==> src/hw/rtl/dcc_bwg_pkg.sv <==
`timescale 1ns / 1ps
// ----------------------------------------------------------------------------
// dcc_bwg_pkg
// Shared types and constants of the DCC bit waveform generator.
// ----------------------------------------------------------------------------
package dcc_bwg_pkg;

  // Field widths of the request and response channels
  localparam int CmdW    = 2;
  localparam int IdxW    = 3;
  localparam int ByteW   = 8;
  localparam int LenW    = 4;
  localparam int HalfW   = 16;
  localparam int CfgIdxW = 1;

  // Request commands
  localparam logic [CmdW-1:0] CmdWrite = 2'd0;
  localparam logic [CmdW-1:0] CmdStart = 2'd1;
  localparam logic [CmdW-1:0] CmdTick  = 2'd2;

  // Configuration register indexes
  localparam logic [CfgIdxW-1:0] CfgHalfOne  = 1'd0;
  localparam logic [CfgIdxW-1:0] CfgHalfZero = 1'd1;

  // Reset half-periods in ticks
  localparam logic [HalfW-1:0] ResetHalfOne  = 16'd852;
  localparam logic [HalfW-1:0] ResetHalfZero = 16'd1617;

  // Most significant bit position of a packet byte
  localparam logic [2:0] BitTop = 3'd7;

  typedef struct packed {
    logic [CmdW-1:0]  cmd;
    logic [IdxW-1:0]  byte_index;
    logic [ByteW-1:0] byte_value;
    logic [LenW-1:0]  send_length;
  } req_t;

  typedef struct packed {
    logic signal_level;
    logic sending;
  } rsp_t;

endpackage

==> src/hw/rtl/dcc_bwg_if.sv <==
`timescale 1ns / 1ps
// ----------------------------------------------------------------------------
// dcc_bwg_if
// Valid/ready channels for requests into and responses out of the generator.
// ----------------------------------------------------------------------------
interface dcc_bwg_req_if
  import dcc_bwg_pkg::*;
  ();
  logic valid;
  logic ready;
  req_t data;

  modport source (output valid, output data, input ready);
  modport sink   (input valid, input data, output ready);
endinterface

interface dcc_bwg_rsp_if
  import dcc_bwg_pkg::*;
  ();
  logic valid;
  logic ready;
  rsp_t data;

  modport source (output valid, output data, input ready);
  modport sink   (input valid, input data, output ready);
endinterface

==> src/hw/rtl/dcc_bwg_ram.sv <==
`timescale 1ns / 1ps
// ----------------------------------------------------------------------------
// dcc_bwg_ram
// Generic single-write, single-read RAM with registered read data.
// A read of the address being written returns the old contents.
// ----------------------------------------------------------------------------
module dcc_bwg_ram #(
  parameter int Width = 8,
  parameter int Depth = 8,
  localparam int AddrW = (Depth > 1) ? $clog2(Depth) : 1
) (
  input  logic             clk_i,
  input  logic             we_i,
  input  logic [AddrW-1:0] waddr_i,
  input  logic [Width-1:0] wdata_i,
  input  logic [AddrW-1:0] raddr_i,
  output logic [Width-1:0] rdata_o
);

  logic [Width-1:0] mem_q [Depth];
  logic [Width-1:0] rdata_q;

  always_ff @(posedge clk_i) begin
    if (we_i) begin
      mem_q[waddr_i] <= wdata_i;
    end
    rdata_q <= mem_q[raddr_i];
  end

  assign rdata_o = rdata_q;

endmodule

==> src/hw/rtl/dcc_bit_waveform_generator_unit.sv <==
`timescale 1ns / 1ps
// ----------------------------------------------------------------------------
// dcc_bit_waveform_generator_unit
// DCC square wave generator: packet bytes go to a small RAM, a start request
// sends them MSB first, one full wave per bit, one/zero half-periods taken
// from the configuration registers. Tick requests advance the wave timer.
//
//   Channel   Dir  Payload                                      Handshake
//   req       in   cmd, byte_index, byte_value, send_length     valid/ready
//   rsp       out  signal_level, sending                        valid/ready
//   cfg       in   cfg_idx_i, cfg_wdata_i                       cfg_we_i
//
// One request per cycle while ready is high; state updates at the accepting
// edge and its single response is registered, valid from the cycle after
// acceptance unless an older one waits. The byte in flight is read ahead from
// packet RAM at the address byte_pos will hold, bypassing a same-cycle write;
// a start resolves its first bit from that read in the following cycle.
// Reset clears all control state; packet RAM contents are undefined until
// written and get no clearing pass.
// A two-entry response buffer keeps req.ready high while one response waits.
// ----------------------------------------------------------------------------
module dcc_bit_waveform_generator_unit
  import dcc_bwg_pkg::*;
#(
  parameter int MAX_BYTES = 8
) (
  input  logic               clk_i,
  input  logic               rst_ni,
  dcc_bwg_req_if.sink        req,
  dcc_bwg_rsp_if.source      rsp,
  input  logic               cfg_we_i,
  input  logic [CfgIdxW-1:0] cfg_idx_i,
  input  logic [HalfW-1:0]   cfg_wdata_i
);

  localparam int AddrW = (MAX_BYTES > 1) ? $clog2(MAX_BYTES) : 1;
  localparam int PosW  = $clog2(MAX_BYTES + 1);
  localparam logic [PosW-1:0] MaxPos = PosW'(MAX_BYTES);

  // Configuration registers
  logic [HalfW-1:0] half_one_q, half_zero_q;

  // Send state
  logic [PosW-1:0]  send_len_q, send_len_d;
  logic [PosW-1:0]  byte_pos_q, byte_pos_d;
  logic [2:0]       bit_pos_q, bit_pos_d;
  logic [HalfW-1:0] tick_q, tick_d;
  logic [HalfW-1:0] compare_q, compare_d;
  logic [HalfW-1:0] alt_q, alt_d;
  logic             level_q, level_d;
  logic             pend_q, pend_d;

  // Packet RAM access
  logic             wr_en;
  logic [AddrW-1:0] wr_addr, rd_addr;
  logic [ByteW-1:0] rd_data, pkt_byte;
  logic             fwd_hit_q;
  logic [ByteW-1:0] fwd_data_q;

  // Response buffer
  logic out_valid_q, skid_valid_q;
  rsp_t out_q, skid_q, rsp_new;

  logic             in_acc, out_take;
  logic [PosW-1:0]  len_sat;
  logic [HalfW:0]   tick_nxt;
  logic [HalfW-1:0] compare_eff;
  logic             sending_now, bit_sel;

  assign in_acc   = req.valid && req.ready;
  assign out_take = out_valid_q && rsp.ready;

  // Configuration writes
  always_ff @(posedge clk_i or negedge rst_ni) begin
    if (!rst_ni) begin
      half_one_q  <= ResetHalfOne;
      half_zero_q <= ResetHalfZero;
    end else if (cfg_we_i) begin
      case (cfg_idx_i)
        CfgHalfOne:  half_one_q  <= cfg_wdata_i;
        CfgHalfZero: half_zero_q <= cfg_wdata_i;
        default: ;
      endcase
    end
  end

  // Packet RAM: write on request, read ahead at next byte position
  assign wr_en   = in_acc && (req.data.cmd == CmdWrite)
                   && (int'(req.data.byte_index) < MAX_BYTES);
  assign wr_addr = AddrW'(req.data.byte_index);
  assign rd_addr = (byte_pos_d < MaxPos) ? byte_pos_d[AddrW-1:0] : '0;

  dcc_bwg_ram #(
    .Width (ByteW),
    .Depth (MAX_BYTES)
  ) u_store (
    .clk_i   (clk_i),
    .we_i    (wr_en),
    .waddr_i (wr_addr),
    .wdata_i (req.data.byte_value),
    .raddr_i (rd_addr),
    .rdata_o (rd_data)
  );

  // Bypass a write that hits the address read in the same cycle
  always_ff @(posedge clk_i or negedge rst_ni) begin
    if (!rst_ni) begin
      fwd_hit_q <= 1'b0;
    end else begin
      fwd_hit_q <= wr_en && (wr_addr == rd_addr);
    end
  end

  always_ff @(posedge clk_i) begin
    fwd_data_q <= req.data.byte_value;
  end

  assign pkt_byte = fwd_hit_q ? fwd_data_q : rd_data;

  // First bit of a fresh start is settled from byte 0 in the cycle after the start
  assign compare_eff = (pend_q && !pkt_byte[BitTop]) ? alt_q : compare_q;

  assign len_sat     = (int'(req.data.send_length) > MAX_BYTES) ? MaxPos
                       : PosW'(req.data.send_length);
  assign tick_nxt    = {1'b0, tick_q} + (HalfW+1)'(1);
  assign sending_now = byte_pos_q < send_len_q;
  assign bit_sel     = pkt_byte[bit_pos_q];

  // Request processing
  always_comb begin
    send_len_d = send_len_q;
    byte_pos_d = byte_pos_q;
    bit_pos_d  = bit_pos_q;
    tick_d     = tick_q;
    level_d    = level_q;
    compare_d  = compare_eff;
    alt_d      = alt_q;
    pend_d     = 1'b0;
    if (in_acc) begin
      case (req.data.cmd)
        CmdStart: begin
          send_len_d = len_sat;
          byte_pos_d = '0;
          compare_d  = half_one_q;
          if (len_sat == '0) begin
            bit_pos_d = '0;
          end else begin
            bit_pos_d = BitTop - 3'd1;
            alt_d     = half_zero_q;
            pend_d    = 1'b1;
          end
        end
        CmdTick: begin
          if (tick_nxt >= {1'b0, compare_eff}) begin
            tick_d  = '0;
            level_d = ~level_q;
            // rising edge: pick the next bit's half-period
            if (!level_q) begin
              if (sending_now) begin
                compare_d = bit_sel ? half_one_q : half_zero_q;
                if (bit_pos_q != '0) begin
                  bit_pos_d = bit_pos_q - 3'd1;
                end else begin
                  byte_pos_d = byte_pos_q + PosW'(1);
                  bit_pos_d  = BitTop;
                end
              end else begin
                compare_d = half_one_q;
              end
            end
          end else begin
            tick_d = tick_nxt[HalfW-1:0];
          end
        end
        default: ;
      endcase
    end
  end

  always_ff @(posedge clk_i or negedge rst_ni) begin
    if (!rst_ni) begin
      send_len_q <= '0;
      byte_pos_q <= '0;
      bit_pos_q  <= '0;
      tick_q     <= '0;
      compare_q  <= ResetHalfOne;
      level_q    <= 1'b0;
      pend_q     <= 1'b0;
    end else begin
      send_len_q <= send_len_d;
      byte_pos_q <= byte_pos_d;
      bit_pos_q  <= bit_pos_d;
      tick_q     <= tick_d;
      compare_q  <= compare_d;
      level_q    <= level_d;
      pend_q     <= pend_d;
    end
  end

  always_ff @(posedge clk_i) begin
    alt_q <= alt_d;
  end

  // Response buffer: main register plus skid entry
  assign rsp_new.signal_level = level_d;
  assign rsp_new.sending      = byte_pos_d < send_len_d;

  always_ff @(posedge clk_i or negedge rst_ni) begin
    if (!rst_ni) begin
      out_valid_q  <= 1'b0;
      skid_valid_q <= 1'b0;
    end else if (skid_valid_q) begin
      if (out_take) begin
        skid_valid_q <= 1'b0;
      end
    end else if (in_acc) begin
      if (out_valid_q && !out_take) begin
        skid_valid_q <= 1'b1;
      end else begin
        out_valid_q <= 1'b1;
      end
    end else if (out_take) begin
      out_valid_q <= 1'b0;
    end
  end

  always_ff @(posedge clk_i) begin
    if (skid_valid_q) begin
      if (out_take) begin
        out_q <= skid_q;
      end
    end else if (in_acc) begin
      if (out_valid_q && !out_take) begin
        skid_q <= rsp_new;
      end else begin
        out_q <= rsp_new;
      end
    end
  end

  assign req.ready = !skid_valid_q;
  assign rsp.valid = out_valid_q;
  assign rsp.data  = out_q;

  // Checks
  a_skid_behind_main: assert property (@(posedge clk_i) disable iff (!rst_ni)
    skid_valid_q |-> out_valid_q)
    else $error("skid entry holds a response while the main register is empty");

  a_pos_in_range: assert property (@(posedge clk_i) disable iff (!rst_ni)
    byte_pos_q <= send_len_q)
    else $error("byte position ran past the send length");

  a_pend_one_cycle: assert property (@(posedge clk_i) disable iff (!rst_ni)
    pend_q |=> !pend_q || $past(in_acc && req.data.cmd == CmdStart))
    else $error("first-bit resolution lingered past one cycle");

  a_pend_at_byte0: assert property (@(posedge clk_i) disable iff (!rst_ni)
    pend_q |-> (byte_pos_q == '0) && (send_len_q != '0))
    else $error("first-bit resolution outside a fresh send");

  a_idle_bitpos: assert property (@(posedge clk_i) disable iff (!rst_ni)
    (send_len_q == '0) |-> (bit_pos_q == '0))
    else $error("bit position moved with nothing to send");

endmodule
==> src/flat_wrapper.sv <==
// flat-port wrapper written by rule: the top's interface ports become plain ports
module dcc_bit_waveform_generator_unit_flat import dcc_bwg_pkg::*;
#(
  parameter int MAX_BYTES = 8
)
  (clk_i, rst_ni, cfg_we_i, cfg_idx_i, cfg_wdata_i, req_valid, req_data, req_ready, rsp_valid, rsp_data, rsp_ready);
  dcc_bwg_req_if req_i ();
  dcc_bwg_rsp_if rsp_i ();
  input  logic clk_i;
  input  logic rst_ni;
  input  logic cfg_we_i;
  input  logic [CfgIdxW-1:0] cfg_idx_i;
  input  logic [HalfW-1:0] cfg_wdata_i;
  input wire logic [$bits(req_i.valid)-1:0] req_valid;
  input wire logic [$bits(req_i.data)-1:0] req_data;
  output wire logic [$bits(req_i.ready)-1:0] req_ready;
  output wire logic [$bits(rsp_i.valid)-1:0] rsp_valid;
  output wire logic [$bits(rsp_i.data)-1:0] rsp_data;
  input wire logic [$bits(rsp_i.ready)-1:0] rsp_ready;
  assign req_i.valid = req_valid;
  assign req_i.data = req_data;
  assign req_ready = req_i.ready;
  assign rsp_valid = rsp_i.valid;
  assign rsp_data = rsp_i.data;
  assign rsp_i.ready = rsp_ready;
  dcc_bit_waveform_generator_unit #(.MAX_BYTES(MAX_BYTES)) u_core (.clk_i(clk_i), .rst_ni(rst_ni), .req(req_i), .rsp(rsp_i), .cfg_we_i(cfg_we_i), .cfg_idx_i(cfg_idx_i), .cfg_wdata_i(cfg_wdata_i));
endmodule
==> config.mk <==
export PLATFORM = sky130hd
export DESIGN_NAME = dcc_bit_waveform_generator_unit_flat
export DESIGN_NICKNAME = d
export VERILOG_FILES = /design/src/hw/rtl/dcc_bwg_pkg.sv /design/src/hw/rtl/dcc_bwg_if.sv /design/src/hw/rtl/dcc_bwg_ram.sv /design/src/hw/rtl/dcc_bit_waveform_generator_unit.sv /design/src/flat_wrapper.sv
export SDC_FILE = /design/constraint.sdc
export NUM_CORES = 1
export LEC_CHECK = 0
export BUFFER_PORTS_ARGS = -buffer_cell sky130_fd_sc_hd__buf_2
export CAP_MARGIN = 20
export CORE_MARGIN = 3
export CORE_UTILIZATION = 55
export DETAILED_ROUTE_END_ITERATION = 10
export PLACE_DENSITY = 0.79
export SLEW_MARGIN = 25
export SYNTH_ARGS = -nofsm -noshare
export SYNTH_HDL_FRONTEND = slang
export SYNTH_SLANG_ARGS = --single-unit
==> constraint.sdc <==
create_clock -name clk_i -period 7.95 [get_ports clk_i]
set_clock_uncertainty 0.15 [all_clocks]
set_input_delay 1.59 -clock clk_i [delete_from_list [all_inputs] [get_ports clk_i]]
set_output_delay 1.59 -clock clk_i [all_outputs]
set_load 0.1 [all_outputs]
==> qor.csv <==
metric,value,unit
required time at the endpoint of the critical path,8.11,ns
setup-violating endpoint count in the final report,0,
status,finished clean,
crit start category,flop,
count of endpoints failing hold in the final timing report,0,
maximum number of pins on one net before global-route repair,81,
global routing met3 resource utilization,0.04797,
Leak Pwr,0.003783,uW
area of the die,0.01704,mm^2
Post-Route Utilization,0.6361,
CORE AREA,0.01486,mm^2
worst hold stages,0,
clock buffers created by TritonCTS,17,
clock sinks,180,
Syn-to-layout area delta,10.84,%
largest cells by area after synthesis,"edfxtp_1 30%, dfrtp_1 19%, mux2i_1 6.7%",
Setup Crit Path Kind,reg -> reg,
nature of the critical path endpoint,flop,
number of synthesized register bits,180,
Clk pwr share,0.310,
hold path endpoint,u_core.alt_q[15],
share of the yosys chip area belonging to registers,0.5701,
Post CTS Setup Buffer Count,0,
largest voltage drop on the vdd net,0.1867,mV
Worst R2R End,u_core.u_store.rdata_o[1],
synth cell count leaders,"84 x edfxtp_1, 65 x dfrtp_1, 62 x nand2_1",
part of the cycle the worst path needs,0.7217,
vias in the first global route,5802,
sequential fraction of design power,0.441,
y dimension of the die,130.5,um
n_diodes,0,
detail-routed via count per cell,6.260,
post-cts repair resize count,0,
final hold slack,0.3196,ns
sw frac,0.3293,
number of primary I/O pins,43,
global routing usage summed across all routing layers,0.2321,
Post-CTS Hold Fix Bufs,0,
first-pass iteration count of the detailed router,6,
H-tree depth reported by CTS,4,
async set or reset register ratio after synthesis,0.4444,
TritonCTS clock tree,built,
overall power of the completed layout,2713,uW
Synth Instances,685,
initial antenna violation count,0,
total area of multi-input combinational cells,0.003440,mm^2
most frequent cell after synthesis,edfxtp_1,
fraction of power consumed by combinational cells,0.248,
pins over their slew limit,0,
detailed-placement wirelength estimate,12430,um
DRC errors left,0,
Worst R2R Start,u_core.tick_q[0],
clock tree buffer depth,2,
Crit path arrival time,5.90,ns
total number of placement rows,44,
setup slack on the worst flop-to-flop path,2.21,ns
initial cell density of the core,0.5739,
fraction of final layout cells with drive strength greater than 1,0.2188,
horizontal die dimension,130.5,um
total standard cell area after synthesis,0.008531,mm^2
maximum clock frequency,174.3,MHz
Worst slew margin,0.3473,
CP Max Fanout,18,
FF/Latch Area,0.004863,mm^2
Routability Congestion,0.8908,
internal power of the cells,1820,uW
met2 Usage GRT,0.3723,
clock insertion delay at the later pin of the skew report,0.44,ns
Register-to-Register Path Depth,17,
library cells used by synthesis,68,
power density over cell area,286.9,mW/mm^2
layer with the highest usage,met2,
Total Wirelength,18680,um
remaining number of nets flagged by the antenna check after routing,0,
global-route wire length before repair,30470,um
number of nets in the finished design,791,
number of fill cells in the layout,1111,
type of the most critical hold path,reg -> reg,
vias post-DR,5759,
actual slew at the worst max-slew pin,0.9789,ns
top cell type by total area after synthesis,edfxtp_1,
prevailing post-synth register cell,edfxtp_1,
global-route track usage on met1,0.3250,
final setup TNS,0,ns
power dissipated by switching net loads,893.3,uW
Wirelength per Cell,20.30,um
maximum capacitance violations,0,
total grt overflow,0,
clock-pin slew on the worst setup and hold paths,0.07,ns
Yosys warning total,0,
number of port buffers,42,
startpoint of the tightest hold check path,u_core.half_zero_q[15],
setup repair after global routing missed its margin,no,
total nets after synthesis,753,
Period minus WS final,5.737,ns
number of flops mapped to enable cells by yosys,84,
area fraction of the dominant cell type after synthesis,0.2957,
Root Driver,clkbuf_16,
first-iteration detailed-routing DRC count,642,
average size of a mapped cell,12.45,um^2
## routing by layer
layer / vias to the layer above / part of all wire / wire length [um]
li1: 2636 / - / -
met5: - / 0 / 0
met1: 2882 / 0.43 / 8116
met2: 219 / 0.48 / 9054
met3: 22 / 0.070 / 1310
met4: 0 / 0.011 / 198
## layout by cell type, fill, tap and decap left out, types with 4 or more instances in the layout
cell / synthesis / final
clkbuf_16: 0 / 17
o22ai_1: 17 / 17
inv_6: 0 / 6
inv_8: 0 / 4
nand3_1: 36 / 36
nand2b_1: 8 / 8
nand2_1: 62 / 62
a21oi_1: 17 / 17
xor2_1: 9 / 9
ha_1: 29 / 28
o21a_1: 5 / 5
a21oi_2: 7 / 7
mux2_2: 34 / 34
mux2i_1: 57 / 57
and3_1: 5 / 5
mux4_2: 4 / 4
dfxtp_1: 16 / 16
a22o_1: 10 / 10
nor2b_1: 5 / 5
nor3_1: 4 / 4
o221ai_1: 7 / 7
buf_4: 0 / 6
nor2_1: 33 / 33
o211ai_1: 18 / 18
dfstp_2: 15 / 15
inv_1: 20 / 20
buf_2: 4 / 41
dfrtp_1: 65 / 65
edfxtp_1: 84 / 84
o21ai_0: 26 / 26
xnor2_1: 8 / 8
nand4_1: 6 / 6
## worst max path at each step
stage | start | end | cells past startpoint
after CTS | u_core.tick_q[0] | u_core.u_store.rdata_o[1] | 17
after global routing | u_core.tick_q[0] | u_core.u_store.rdata_o[1] | 17
after detailed placement | u_core.tick_q[0] | u_core.u_store.rdata_o[7] | 17
after global placement | u_core.tick_q[0] | u_core.u_store.rdata_o[5] | 17
final | u_core.tick_q[0] | u_core.u_store.rdata_o[1] | 17
after floorplan | u_core.fwd_hit_q | u_core.skid_q[0] | 18
## power by group through the flow
| stage | combinational, uW | clock (uW) | sequential [uW] |
|---|---|---|---|
| after floorplan | 464 | 0 | 1240 |
| after detailed placement | 661 | 0 | 1210 |
| after CTS | 670 | 848 | 1200 |
| after global placement | 621 | 0 | 1210 |
| after global routing | 740 | 887 | 1210 |
| final | 674 | 842 | 1200 |
## critical path: stages, from the launching register on
cell and delay (ns):
dfrtp_1 0.44, ha_1 0.39, nand2_1 0.09, nor2_1 0.12
and3_1 0.25, nand3_1 0.19, nor2_1 0.27, xor2_1 0.30
ha_1 0.32, a21o_1 0.17, a21o_2 0.21, a31oi_1 0.29
o211a_2 0.44, a2111oi_2 0.13, o21ai_2 0.80, nor3b_2 0.72
a22o_1 0.28, a21oi_2 0.04
## cell type report
cell class,instances,share of cell area
Clock buffer,19,0.04579
Clock inverter,13,0.01614
Inverter,20,0.007940
Multi-Input combinational cell,456,0.3638
Sequential cell,180,0.5144
Tap cell,184,0.02435
Timing Repair Buffer,48,0.02766
## flip-flops by register name, summed over array words and instances, names as in the netlist, 8 cells and up
name,flops
u_core.u_store.mem_q,64
u_core.half_zero_q,16
u_core.tick_q,16
u_core.fwd_data_q,8
u_core.alt_q,16
u_core.compare_q,16
u_core.half_one_q,16
u_core.u_store.rdata_o,8
## cells by family (layout without fill, tap and decap cells)
group                    count (synthesis)  after routing  synth area share
multiplexers                            95             95            0.1223
AO/OA/AOI/OAI                          137            137            0.1184
buffers and inverters                   49            100           0.02757
adder cells (fa/ha/maj)                 29             29           0.04253
XOR/XNOR                                17             17           0.01745
AND/OR/NAND/NOR                        178            178            0.1016
flip-flops                             180            180            0.5701
## through the flow
step / instance area [um^2] / setup slack (ns) / std cells
after floorplan: 8531 / 3.416 / 685
after global placement: 8859 / 2.647 / 888
after detailed placement: 8866 / 2.323 / 888
after CTS: 9452 / 2.292 / 920
after global routing: 9455 / 1.827 / 920
final: 9455 / 2.213 / 920
No activity file was read; power rests on OpenSTA's default activity.
